===== config.mk =====
export PLATFORM = sky130hd
export DESIGN_NAME = pixel_difference_statistics
export DESIGN_NICKNAME = d
export VERILOG_FILES = /design/src/design/pds_pkg.sv /design/src/design/pds_front.sv /design/src/design/pds_queue.sv /design/src/design/pds_back.sv /design/src/design/pixel_difference_statistics.sv
export SDC_FILE = /design/constraint.sdc
export NUM_CORES = 2
export LEC_CHECK = 0
export ABC_AREA = 1
export BUFFER_PORTS_ARGS = -buffer_cell sky130_fd_sc_hd__buf_2
export CAP_MARGIN = 20
export CELL_PAD_IN_SITES_DETAIL_PLACEMENT = 1
export CELL_PAD_IN_SITES_GLOBAL_PLACEMENT = 1
export CORE_MARGIN = 2
export CORE_UTILIZATION = 50
export DETAILED_ROUTE_END_ITERATION = 8
export PLACE_DENSITY = 0.82
export SYNTH_ARGS = -nofsm -noshare
export SYNTH_HDL_FRONTEND = slang
export SYNTH_SLANG_ARGS = --single-unit

===== constraint.sdc =====
create_clock -name clk -period 9.5 [get_ports clk]
set_input_delay 0.95 -clock clk [delete_from_list [all_inputs] [get_ports clk]]
set_output_delay 0.95 -clock clk [all_outputs]
set_load 0.02 [all_outputs]

===== src/design/pds_pkg.sv =====
// ----------------------------------------------------------------------------
// pds_pkg
// Shared types, widths and helpers of the pixel difference statistics block.
// ----------------------------------------------------------------------------
package pds_pkg;

	localparam longint unsigned MAX_PIXELS = 64'd16777216;

	localparam int CH_W   = 8;
	localparam int PIX_W  = 25;
	localparam int DCH_W  = 26;
	localparam int SUM_W  = 34;
	localparam int IN_W   = 6 * CH_W;
	localparam int OUT_W  = 120;

	localparam logic [PIX_W-1:0] CAP_PIX = PIX_W'(MAX_PIXELS);
	localparam logic [DCH_W-1:0] CAP_DCH = DCH_W'(64'd3 * MAX_PIXELS);
	localparam logic [SUM_W-1:0] CAP_SUM = SUM_W'(64'd765 * MAX_PIXELS);

	localparam int QDEPTH = 4;
	localparam int QAW    = $clog2(QDEPTH);

	// register indexes (byte address / 4)
	localparam logic [1:0] REG_MAX_DELTA  = 2'd0;
	localparam logic [1:0] REG_DIFF_PIX   = 2'd1;
	localparam logic [1:0] REG_MEAN_DELTA = 2'd2;
	localparam logic [1:0] REG_FRACTION   = 2'd3;

	typedef struct packed {
		logic [CH_W-1:0]  max_delta;
		logic [PIX_W-1:0] diff_pixels;
		logic [DCH_W-1:0] diff_channels;
		logic [SUM_W-1:0] total_abs_delta;
		logic [PIX_W-1:0] pixel_count;
	} stat_t;

	typedef struct packed {
		logic [7:0]  max_delta_limit;
		logic [24:0] differing_pixel_limit;
		logic [15:0] mean_delta_limit;
		logic [16:0] fraction_limit;
	} cfg_t;

	function automatic logic [CH_W-1:0] abs_diff8(input logic [CH_W-1:0] a,
		input logic [CH_W-1:0] b);
		return (a >= b) ? (a - b) : (b - a);
	endfunction

endpackage


===== src/design/pds_front.sv =====
// ----------------------------------------------------------------------------
// pds_front
// Per-pixel difference stage and saturating frame accumulators; pushes one
// statistics record into the queue on the last pixel of a frame.
// ----------------------------------------------------------------------------
module pds_front (
	input  logic                       clk,
	input  logic                       arst_n,
	input  logic                       in_valid,
	output logic                       in_ready,
	input  logic [pds_pkg::IN_W-1:0]   in_data,
	input  logic                       in_last,
	output logic                       push,
	output pds_pkg::stat_t             push_data,
	input  logic                       q_full
);

	logic [7:0] d0, d1, d2, m01;
	logic       accept, adv;

	logic       valid_s1;
	logic       last_s1;
	logic       any_s1;
	logic [1:0] nz_s1;
	logic [9:0] sum_s1;
	logic [7:0] max_s1;

	logic [7:0]                  max_q;
	logic [pds_pkg::PIX_W-1:0]   dpix_q;
	logic [pds_pkg::DCH_W-1:0]   dch_q;
	logic [pds_pkg::SUM_W-1:0]   dsum_q;
	logic [pds_pkg::PIX_W-1:0]   pix_q;

	logic [pds_pkg::PIX_W:0]     dpix_add, pix_add;
	logic [pds_pkg::DCH_W:0]     dch_add;
	logic [pds_pkg::SUM_W:0]     dsum_add;
	pds_pkg::stat_t              nxt;

	assign d0  = pds_pkg::abs_diff8(in_data[7:0],   in_data[31:24]);
	assign d1  = pds_pkg::abs_diff8(in_data[15:8],  in_data[39:32]);
	assign d2  = pds_pkg::abs_diff8(in_data[23:16], in_data[47:40]);
	assign m01 = (d0 > d1) ? d0 : d1;

	// a last beat waits for queue space; other beats never stall
	assign adv      = valid_s1 && (!last_s1 || !q_full);
	assign in_ready = !valid_s1 || adv;
	assign accept   = in_valid && in_ready;

	always_ff @(posedge clk or negedge arst_n) begin
		if (!arst_n) begin
			valid_s1 <= 1'b0;
		end else if (in_ready) begin
			valid_s1 <= in_valid;
		end
	end

	always_ff @(posedge clk) begin
		if (accept) begin
			last_s1 <= in_last;
			max_s1  <= (m01 > d2) ? m01 : d2;
			sum_s1  <= 10'(d0) + 10'(d1) + 10'(d2);
			nz_s1   <= 2'(d0 != 8'd0) + 2'(d1 != 8'd0) + 2'(d2 != 8'd0);
			any_s1  <= (d0 != 8'd0) || (d1 != 8'd0) || (d2 != 8'd0);
		end
	end

	// saturating updates
	assign dpix_add = {1'b0, dpix_q} + (pds_pkg::PIX_W+1)'(any_s1);
	assign pix_add  = {1'b0, pix_q} + (pds_pkg::PIX_W+1)'(1);
	assign dch_add  = {1'b0, dch_q} + (pds_pkg::DCH_W+1)'(nz_s1);
	assign dsum_add = {1'b0, dsum_q} + (pds_pkg::SUM_W+1)'(sum_s1);

	always_comb begin
		nxt.max_delta          = (max_s1 > max_q) ? max_s1 : max_q;
		nxt.diff_pixels        = (dpix_add > {1'b0, pds_pkg::CAP_PIX}) ?
			pds_pkg::CAP_PIX : dpix_add[pds_pkg::PIX_W-1:0];
		nxt.pixel_count        = (pix_add > {1'b0, pds_pkg::CAP_PIX}) ?
			pds_pkg::CAP_PIX : pix_add[pds_pkg::PIX_W-1:0];
		nxt.diff_channels      = (dch_add > {1'b0, pds_pkg::CAP_DCH}) ?
			pds_pkg::CAP_DCH : dch_add[pds_pkg::DCH_W-1:0];
		nxt.total_abs_delta    = (dsum_add > {1'b0, pds_pkg::CAP_SUM}) ?
			pds_pkg::CAP_SUM : dsum_add[pds_pkg::SUM_W-1:0];
	end

	assign push      = adv && last_s1;
	assign push_data = nxt;

	always_ff @(posedge clk or negedge arst_n) begin
		if (!arst_n) begin
			max_q  <= '0;
			dpix_q <= '0;
			dch_q  <= '0;
			dsum_q <= '0;
			pix_q  <= '0;
		end else if (adv) begin
			if (last_s1) begin
				// frame closed: start the next one from zero
				max_q  <= '0;
				dpix_q <= '0;
				dch_q  <= '0;
				dsum_q <= '0;
				pix_q  <= '0;
			end else begin
				max_q  <= nxt.max_delta;
				dpix_q <= nxt.diff_pixels;
				dch_q  <= nxt.diff_channels;
				dsum_q <= nxt.total_abs_delta;
				pix_q  <= nxt.pixel_count;
			end
		end
	end

endmodule


===== src/design/pds_queue.sv =====
// ----------------------------------------------------------------------------
// pds_queue
// Short register queue of frame statistics records between front and back.
// ----------------------------------------------------------------------------
module pds_queue (
	input  logic           clk,
	input  logic           arst_n,
	input  logic           push,
	input  pds_pkg::stat_t push_data,
	input  logic           pop,
	output pds_pkg::stat_t pop_data,
	output logic           full,
	output logic           not_empty
);

	pds_pkg::stat_t          mem_q [pds_pkg::QDEPTH];
	logic [pds_pkg::QAW-1:0] wr_ptr_q, rd_ptr_q;
	logic [pds_pkg::QAW:0]   count_q;

	assign full      = (count_q == (pds_pkg::QAW+1)'(pds_pkg::QDEPTH));
	assign not_empty = (count_q != '0);
	assign pop_data  = mem_q[rd_ptr_q];

	always_ff @(posedge clk) begin
		if (push) begin
			mem_q[wr_ptr_q] <= push_data;
		end
	end

	always_ff @(posedge clk or negedge arst_n) begin
		if (!arst_n) begin
			wr_ptr_q <= '0;
			rd_ptr_q <= '0;
			count_q  <= '0;
		end else begin
			if (push) begin
				wr_ptr_q <= wr_ptr_q + 1'b1;
			end
			if (pop) begin
				rd_ptr_q <= rd_ptr_q + 1'b1;
			end
			count_q <= count_q + (pds_pkg::QAW+1)'(push) - (pds_pkg::QAW+1)'(pop);
		end
	end

	a_count_range: assert property (@(posedge clk) disable iff (!arst_n)
		count_q <= (pds_pkg::QAW+1)'(pds_pkg::QDEPTH))
		else $error("queue count out of range");

	a_no_overflow: assert property (@(posedge clk) disable iff (!arst_n)
		push |-> !full)
		else $error("push into full queue");

	a_no_underflow: assert property (@(posedge clk) disable iff (!arst_n)
		pop |-> not_empty)
		else $error("pop from empty queue");

	a_count_track: assert property (@(posedge clk) disable iff (!arst_n)
		(push && !pop) |=> count_q == $past(count_q) + 1'b1)
		else $error("queue count lost a push");

endmodule


===== src/design/pds_back.sv =====
// ----------------------------------------------------------------------------
// pds_back
// Pass evaluation: limit products, compares and the result output register.
// ----------------------------------------------------------------------------
module pds_back (
	input  logic                      clk,
	input  logic                      arst_n,
	input  pds_pkg::cfg_t             cfg,
	input  logic                      q_valid,
	input  pds_pkg::stat_t            q_data,
	output logic                      pop,
	output logic                      out_valid,
	input  logic                      out_ready,
	output logic [pds_pkg::OUT_W-1:0] out_data
);

	logic           valid_s1;
	pds_pkg::stat_t rec_s1;
	logic [42:0]    mean_prod_s1;
	logic [41:0]    frac_prod_s1;

	logic [17:0]    mean3;
	logic [42:0]    mean_prod;
	logic [41:0]    frac_prod;
	logic           adv, load, pass;
	logic           out_valid_q;
	logic [pds_pkg::OUT_W-1:0] out_data_q;

	assign adv  = valid_s1 && (!out_valid_q || out_ready);
	assign load = !valid_s1 || adv;
	assign pop  = q_valid && load;

	assign mean3     = {1'b0, cfg.mean_delta_limit, 1'b0} + 18'(cfg.mean_delta_limit);
	assign mean_prod = mean3 * q_data.pixel_count;
	assign frac_prod = cfg.fraction_limit * q_data.pixel_count;

	always_ff @(posedge clk or negedge arst_n) begin
		if (!arst_n) begin
			valid_s1 <= 1'b0;
		end else if (load) begin
			valid_s1 <= q_valid;
		end
	end

	always_ff @(posedge clk) begin
		if (pop) begin
			rec_s1       <= q_data;
			mean_prod_s1 <= mean_prod;
			frac_prod_s1 <= frac_prod;
		end
	end

	// mean and fraction checks by cross-multiplication
	assign pass = (rec_s1.max_delta <= cfg.max_delta_limit)
		&& (rec_s1.diff_pixels <= cfg.differing_pixel_limit)
		&& ({1'b0, rec_s1.total_abs_delta, 8'd0} <= mean_prod_s1)
		&& ({1'b0, rec_s1.diff_pixels, 16'd0} <= frac_prod_s1);

	always_ff @(posedge clk or negedge arst_n) begin
		if (!arst_n) begin
			out_valid_q <= 1'b0;
		end else if (!out_valid_q || out_ready) begin
			out_valid_q <= valid_s1;
		end
	end

	always_ff @(posedge clk) begin
		if (adv) begin
			out_data_q <= {1'b0, rec_s1.pixel_count, rec_s1.total_abs_delta,
				rec_s1.diff_channels, rec_s1.diff_pixels,
				rec_s1.max_delta, pass};
		end
	end

	assign out_valid = out_valid_q;
	assign out_data  = out_data_q;

endmodule


===== src/design/pixel_difference_statistics.sv =====
// ----------------------------------------------------------------------------
// pixel_difference_statistics
// Absolute difference statistics of a reference / candidate frame pair.
// ----------------------------------------------------------------------------
// One pixel pair is taken every cycle unless a last beat waits for queue
// space, with no gaps between frames; the accumulators close a frame on
// the beat that carries tlast. When the output is free, the frame result
// reaches the master side through the channel difference stage, the
// saturating accumulate into the record queue, the limit product stage and
// the output register. The four-deep record queue lets the input keep
// streaming while results wait to be taken; with the output stalled, the
// input stalls only behind a last beat once six results are pending (four in
// the queue, one in the product stage, one in the output register). Limits
// are to be written only while no frame is in flight.
// ----------------------------------------------------------------------------
module pixel_difference_statistics (
	input  logic         clk,
	input  logic         arst_n,
	// ref_red, ref_green, ref_blue, cand_red, cand_green, cand_blue
	input  logic [47:0]  s_axis_tdata,
	input  logic         s_axis_tvalid,
	output logic         s_axis_tready,
	input  logic         s_axis_tlast,
	// pass_flag, max_delta, diff_pixels, diff_channels,
	// total_abs_delta, pixel_count, one zero pad bit
	output logic [119:0] m_axis_tdata,
	output logic         m_axis_tvalid,
	input  logic         m_axis_tready,
	input  logic         psel,
	input  logic         penable,
	input  logic         pwrite,
	input  logic [3:0]   paddr,
	input  logic [31:0]  pwdata,
	output logic [31:0]  prdata,
	output logic         pready
);

	pds_pkg::cfg_t  cfg_q;
	pds_pkg::stat_t push_data, pop_data;
	logic           push, pop, q_full, q_valid, wr_en;

	assign pready = 1'b1;
	assign wr_en  = psel && penable && pwrite && pready;

	always_ff @(posedge clk or negedge arst_n) begin
		if (!arst_n) begin
			cfg_q <= '0;
		end else if (wr_en) begin
			case (paddr[3:2])
				pds_pkg::REG_MAX_DELTA:  cfg_q.max_delta_limit       <= pwdata[7:0];
				pds_pkg::REG_DIFF_PIX:   cfg_q.differing_pixel_limit <= pwdata[24:0];
				pds_pkg::REG_MEAN_DELTA: cfg_q.mean_delta_limit      <= pwdata[15:0];
				pds_pkg::REG_FRACTION:   cfg_q.fraction_limit        <= pwdata[16:0];
				default: ;
			endcase
		end
	end

	always_comb begin
		case (paddr[3:2])
			pds_pkg::REG_MAX_DELTA:  prdata = 32'(cfg_q.max_delta_limit);
			pds_pkg::REG_DIFF_PIX:   prdata = 32'(cfg_q.differing_pixel_limit);
			pds_pkg::REG_MEAN_DELTA: prdata = 32'(cfg_q.mean_delta_limit);
			pds_pkg::REG_FRACTION:   prdata = 32'(cfg_q.fraction_limit);
			default:                 prdata = '0;
		endcase
	end

	pds_front u_front (
		.clk       (clk),
		.arst_n    (arst_n),
		.in_valid  (s_axis_tvalid),
		.in_ready  (s_axis_tready),
		.in_data   (s_axis_tdata),
		.in_last   (s_axis_tlast),
		.push      (push),
		.push_data (push_data),
		.q_full    (q_full)
	);

	pds_queue u_queue (
		.clk       (clk),
		.arst_n    (arst_n),
		.push      (push),
		.push_data (push_data),
		.pop       (pop),
		.pop_data  (pop_data),
		.full      (q_full),
		.not_empty (q_valid)
	);

	pds_back u_back (
		.clk       (clk),
		.arst_n    (arst_n),
		.cfg       (cfg_q),
		.q_valid   (q_valid),
		.q_data    (pop_data),
		.pop       (pop),
		.out_valid (m_axis_tvalid),
		.out_ready (m_axis_tready),
		.out_data  (m_axis_tdata)
	);

endmodule

---- After elaboration in Yosys (flattened, before gate mapping) ----
Memory sizes are Yosys's and may differ from the RTL's.
Index checks and enable logic that the tools add are counted.
word-level totals
  bits in registers ....................... 538
  memory bits (writable) .................. 472
  bits of input ports ..................... 92
  output and inout bits ................... 155
  logic and storage cells ................. 116
  memories kept ........................... 1
operators by class
  $add $sub $neg .......................... 19
  multipliers ............................. 2
  $lt $le $gt $ge ......................... 14
  eq/ne operators ......................... 4
  mux-type cells .......................... 18
  reduce and logical (&&, ||, !) cells .... 30
memories
  memory         words  width  read ports  clocked after Yosys merged registers in  write ports  line             text
  u_queue.mem_q  4      118    1           0                                        1            pds_queue.sv:16  pds_pkg::stat_t mem_q [pds_pkg::QDEPTH];
operators by type and width
  cell                                                             count
  one-hot mux 32 bit (4 select lines)                              1
  two-way mux 25 bit                                               4
  two-way mux 34 bit                                               2
  two-way mux 8 bit                                                7
  greater-than comparator 26 x 25 -> 1 bit, second input constant  2
  two-way mux 26 bit                                               2
  subtractor 8 bit                                                 6
  <= comparator 42 x 43 -> 1 bit                                   1
  multiplier 18 x 25 -> 43 bit                                     1
  <= comparator 41 x 42 -> 1 bit                                   1
  multiplier 17 x 25 -> 42 bit                                     1
  adder 34 x 10 -> 35 bit                                          1
  greater-than comparator 35 x 34 -> 1 bit, second input constant  1
  adder 26 x 2 -> 27 bit                                           1
  greater-than comparator 27 x 26 -> 1 bit, second input constant  1
  adder 25 x 1 -> 26 bit                                           1
  adder 25 x 1 -> 26 bit, second input constant                    1
  <= comparator 25 bit                                             1
  >= comparator 8 bit                                              3
  greater-than comparator 8 bit                                    3
  nonzero test 8 bit                                               3
  adder 17 x 16 -> 18 bit                                          1
  adder 10 x 8 -> 10 bit                                           1
  logical AND 1 bit                                                10
  other kinds (16)                                                 31

---- Longest topological paths before layout ----
  depth in word-level cells ............... 7
  gate-level depth with buffers ........... 37
  mapped depth without buffers ............ 37

---- Modules after synthesis ----
Synthesis repeated with hierarchy kept, for this count alone.
unflattened totals
  cell total of the unflattened synthesis .. 9256
  area total of the unflattened synthesis .. 79869.1 sq um
by module, submodules not included
  module                       times used  cells an instance  area an instance (sq um)  seq. area each (sq um)
  pds_back                     1           4783               42315.6                   9719.3
  pds_queue                    1           1896               20161.8                   14348.8
  pds_front                    1           2178               14208.6                   3638.5
  pixel_difference_statistics  1           399                3183.1                    1651.6

---- Worst setup path after synthesis ----
No wires, ideal clock.
  path kind ............................... register -> register
  start point ............................. reg cfg_q[17] (netlist name)
  end point ............................... reg u_back.mean_prod_s1[41], data pin
  setup time .............................. 0.259 ns
  arrival ................................. 7.151 ns
  data required time ...................... 9.241 ns
  setup slack ............................. 2.090 ns
  stages on the path, launching flop included .. 35
  path buffers ............................ 1
  clock period less this slack ............ 7.410 ns
  cell sequence ........................... dfrtp_1 -> ha_1 -> inv_1 -> fa_1 -> nand3b_1 -> nand2_1 -> a21oi_1 -> o21ai_0 -> nand3_1 -> nand2_1 -> nand2_1 -> nand2_1 -> xor2_1 -> clkbuf_1 -> nor2_1 -> fa_1 -> fa_1 -> fa_1 -> fa_1 -> fa_1 -> inv_1 -> fa_1 -> inv_1 -> ha_1 -> nand2_1 -> nor2_1 -> inv_1 -> nor2_1 -> nand4_1 -> nand3_1 -> a21oi_1 -> o21bai_1 -> nand3_1 -> nand2_1 -> xor2_1
on the way
  longest elaborated chain between the ends .. 2
RTL lines
  element                         line                               text
  from (decl)                     pixel_difference_statistics.sv:38  pds_pkg::cfg_t cfg_q;
  adder 17 x 16 -> 18 bit         pds_back.sv:33                     assign mean3 = {1'b0, cfg.mean_delta_limit, 1'b0} + 18'(cfg.mean_delta_limit);
  multiplier 18 x 25 -> 43 bit    pds_back.sv:34                     assign mean_prod = mean3 * q_data.pixel_count;
  named net u_back.mean_prod[41]  pds_back.sv:23                     logic [42:0] mean_prod;
  to (signal assigned)            pds_back.sv:48                     mean_prod_s1 <= mean_prod;
  to (decl)                       pds_back.sv:19                     logic [42:0] mean_prod_s1;
The timed path passes the listed nets, and every way through them passes these cells.
A chain may end at the register's enable or synchronous reset.

---- Worst setup path after layout ----
  start point ............................. reg cfg_q[19] (netlist name)
  end point ............................... reg u_back.mean_prod_s1[41], data pin
Same word-level chain as after synthesis.

==> flow_summary_export.csv <==
group,metric,value,unit
sta,tightest_slew,1.14,ns
critical_path,crit_fanout,16,
detailed_routing,drtIter0Drc,4361,
placed_design,io_buffer_count,228,
synth,ys_seq_elements,1010,
min_path,holdCritPathClass,"input port to asynchronous set/reset pin",
global_routing,grtUsageTotal,31.1,%
sta,setup_viol,0,
global_routing,grt_pass1_wl,365,mm
sta,hold_viol,0,
detailed_routing,first_pass_iters,5,
critical_path,arrival,9.44,ns
clocking,cts_tree,"yes",
detailed_routing,wirelength,236,mm
synth,synthFlopType,"edfxtp_1",
clocking,cts_hold_buffers,0,
finish,register_area,29400,um2
detailed_routing,vias,58300,
finish,multi_input_area,38800,um2
die,core,149000,um2
clocking,path_clk_slew,0.06,ns
finish,area_growth,9.94,%
finish,nFillCells,17000,
sta,max_slew_margin,24.2,%
die,ios,247,
critical_path,required,9.96,ns
sta,fin_crit_sh,94.5,%
synth,synth_cell_type_count,60,
sta,clock.fmax,111,MHz
die,fp.dieW,391,um
sta,period_needed,8.98,ns
run,cap_violations,0,
finish,drive_gt1_share,7.96,%
clocking,clk_path_buf_depth,3,
critical_path,regToRegSetupSlack,0.52,ns
finish,layout.cells.non_filler,10300,
global_routing,grt_max_degree,111,
clocking,clockRootBuffer,"clkbuf_16",
sta,fin_skew,0.0915,ns
critical_path,crit_slowest_cell,"nand2_1",
synth,syn_area,75000,um2
clocking,h-tree-depth,3,
detailed_routing,route.detailed.wl_per_inst,22.9,um
critical_path,start_kind,"flip-flop",
die,die_area,153000,um2
synth,synth_edf_count,816,
clocking,postCtsSetupRepairBufs,0,
die,die_height,391,um
global_routing,antenna_found_initial,18,
synth,async_reset_ff_share,19.2,%
synth,syn_avg_cell_area,9.37,um2
clocking,cts_made_buffers,106,
sta,rsz0062_at_grt,"no",
status,status,"completed",
placed_design,gp_congestion,0.907,
critical_path,max_stage_delay,0.67,ns
clocking,clkSinkCount,1010,
sta,drv_slew,0,
detailed_routing,postRouteAntennaNets,0,
sta,tns,0,ns
clocking,clkLatencyLatePin,0.78,ns
synth,synth_warnings,0,
placed_design,place_inst,10100,
critical_path,crit_path_end_kind,"flip-flop",
critical_path,worstSetupPathType,"flip-flop to flip-flop",
finish,nNetsFinal,9442,
detailed_routing,drcViolationCount,0,
die,core.rowCount,142,
die,start_util,50.2,%
global_routing,grt_pass1_vias,64200,
clocking,ctsResizeCount,0,
synth,syn_inst,7997,
global_routing,overflow,0,
synth,yosysSeqAreaShare,39.2,%
placed_design,hpwl,176,mm
detailed_routing,viasPerCell,5.67,
worst paths after layout:
kind | startpoint | end | cells past startpoint
worst max-delay path | cfg_q[19] | u_back.mean_prod_s1[41] | 31
max in group asynchronous | arst_n | cfg_q[29] | 4
worst max register to register | cfg_q[19] | u_back.mean_prod_s1[41] | 31
worst min register to register | u_back.rec_s1[19] | u_back.out_data[113] | 0
worst min-delay path | arst_n | u_front.dsum_q[11] | 1
min in group clk | s_axis_tlast | u_front.last_s1 | 1
worst max-delay path: cells and delay by family, from the launching register on:
family | cells | cell delay (ns)
AO/OA/AOI/OAI | 6 | 1.34
XOR/XNOR | 1 | 0.07
adder cells (fa/ha/maj) | 8 | 4.05
buffers and inverters | 3 | 0.19
flip-flops | 1 | 0.44
AND/OR/NAND/NOR | 13 | 2.60
kinds of logic (layout without fill, tap and decap cells):
kind of cell	count (synthesis)	in the layout	synth area share, %
compound gates	822	822	6.16
xor+xnor	183	183	2.14
fa+ha+maj	1172	1172	26.8
buf+inv	1808	2075	9.25
flops	1010	1010	39.2
other cells	2	16	0.0100
simple gates	3000	3000	16.4
area by class of cell:
type | instances | share of cell area (%)
Multi-Input combinational cell | 5186 | 47.0
Clock inverter | 58 | 0.973
Inverter | 1503 | 6.87
Antenna cell | 7 | 0.0213
Timing Repair Buffer | 371 | 2.79
Clock buffer | 143 | 3.61
Tap cell | 2016 | 3.06
Sequential cell | 1010 | 35.6
placed cells by master (no fill, tap or decap), types with 130 or more instances in the layout:
cell,count
o21ai_0,359
xor2_1,130
ha_1,447
a21oi_1,211
nand2_1,1691
dfrtp_1,192
nand3_1,298
buf_4,138
edfxtp_1,816
nor2_1,745
fa_1,725
inv_1,1482
buf_2,227
per-layer routing:
metal	vias to the layer above	GRT usage [%]	routed length [um]
li1	25600	-	-
met3	591	4.94	15700
met1	30000	38.7	92500
met4	20	12.9	10100
met2	2123	53.8	118000
met5	-	0	144
registers in the layout, summed over array words and instances (netlist names), 10 cells and up:
signal and flops:
u_front.dpix_q 25, cfg_q 66, u_front.dch_q 26, u_front.pix_q 25, u_front.sum_s1 10, u_queue.mem_q 472, u_front.dsum_q 34, u_back.rec_s1 118
u_back.frac_prod_s1 42, u_back.mean_prod_s1 43, u_back.out_data 119
synth_stat cells, types with 6 or more instances:
master / number / area, um2
o2111ai_1: 10 / 87.6
xnor2_1: 53 / 464
buf_1: 35 / 131
buf_2: 7 / 35.0
fa_1: 725 / 14500
or2_2: 38 / 238
a21boi_0: 7 / 52.6
a31oi_1: 21 / 131
a21oi_2: 7 / 61.3
nand3b_1: 26 / 195
inv_2: 12 / 45.0
o21ai_0: 359 / 1800
buf_6: 11 / 124
ha_1: 447 / 5590
buf_4: 15 / 113
clkinv_1: 6 / 22.5
dfrtp_1: 194 / 4850
nor2_2: 30 / 188
nand3_1: 298 / 1490
inv_1: 1484 / 5570
o211ai_1: 10 / 75.1
clkbuf_1: 237 / 890
nor3_1: 48 / 240
o21a_1: 16 / 120
a21oi_1: 212 / 1060
edfxtp_1: 816 / 24500
o21bai_1: 9 / 67.6
nor4_1: 18 / 113
a211oi_1: 10 / 75.1
xor2_1: 130 / 1140
a21o_1: 13 / 97.6
o22ai_1: 104 / 651
nor2_1: 751 / 2820
o21ai_1: 11 / 55.1
nand2_1: 1691 / 6350
nand4_1: 72 / 450
o221ai_1: 19 / 166
through the flow:
| step | util (%) | cell area, um2 | hold slack, ns | setup slack [ns] |
|---|---|---|---|---|
| CTS | 55.1 | 82300 | 0.113 | 0.669 |
| global route | 55.1 | 82400 | 0.136 | 0.0878 |
| floorplan | - | 75000 | 0.400 | 2.09 |
| global placement | 52.6 | 78600 | 0.401 | 1.07 |
| finish | 55.2 | 82400 | 0.119 | 0.519 |
| detailed placement | 52.6 | 78600 | 0.406 | 0.736 |
Power is left out: the tool's default activity adds up to more than one toggle a clock period on the data nets, which glitch-free logic cannot reach.
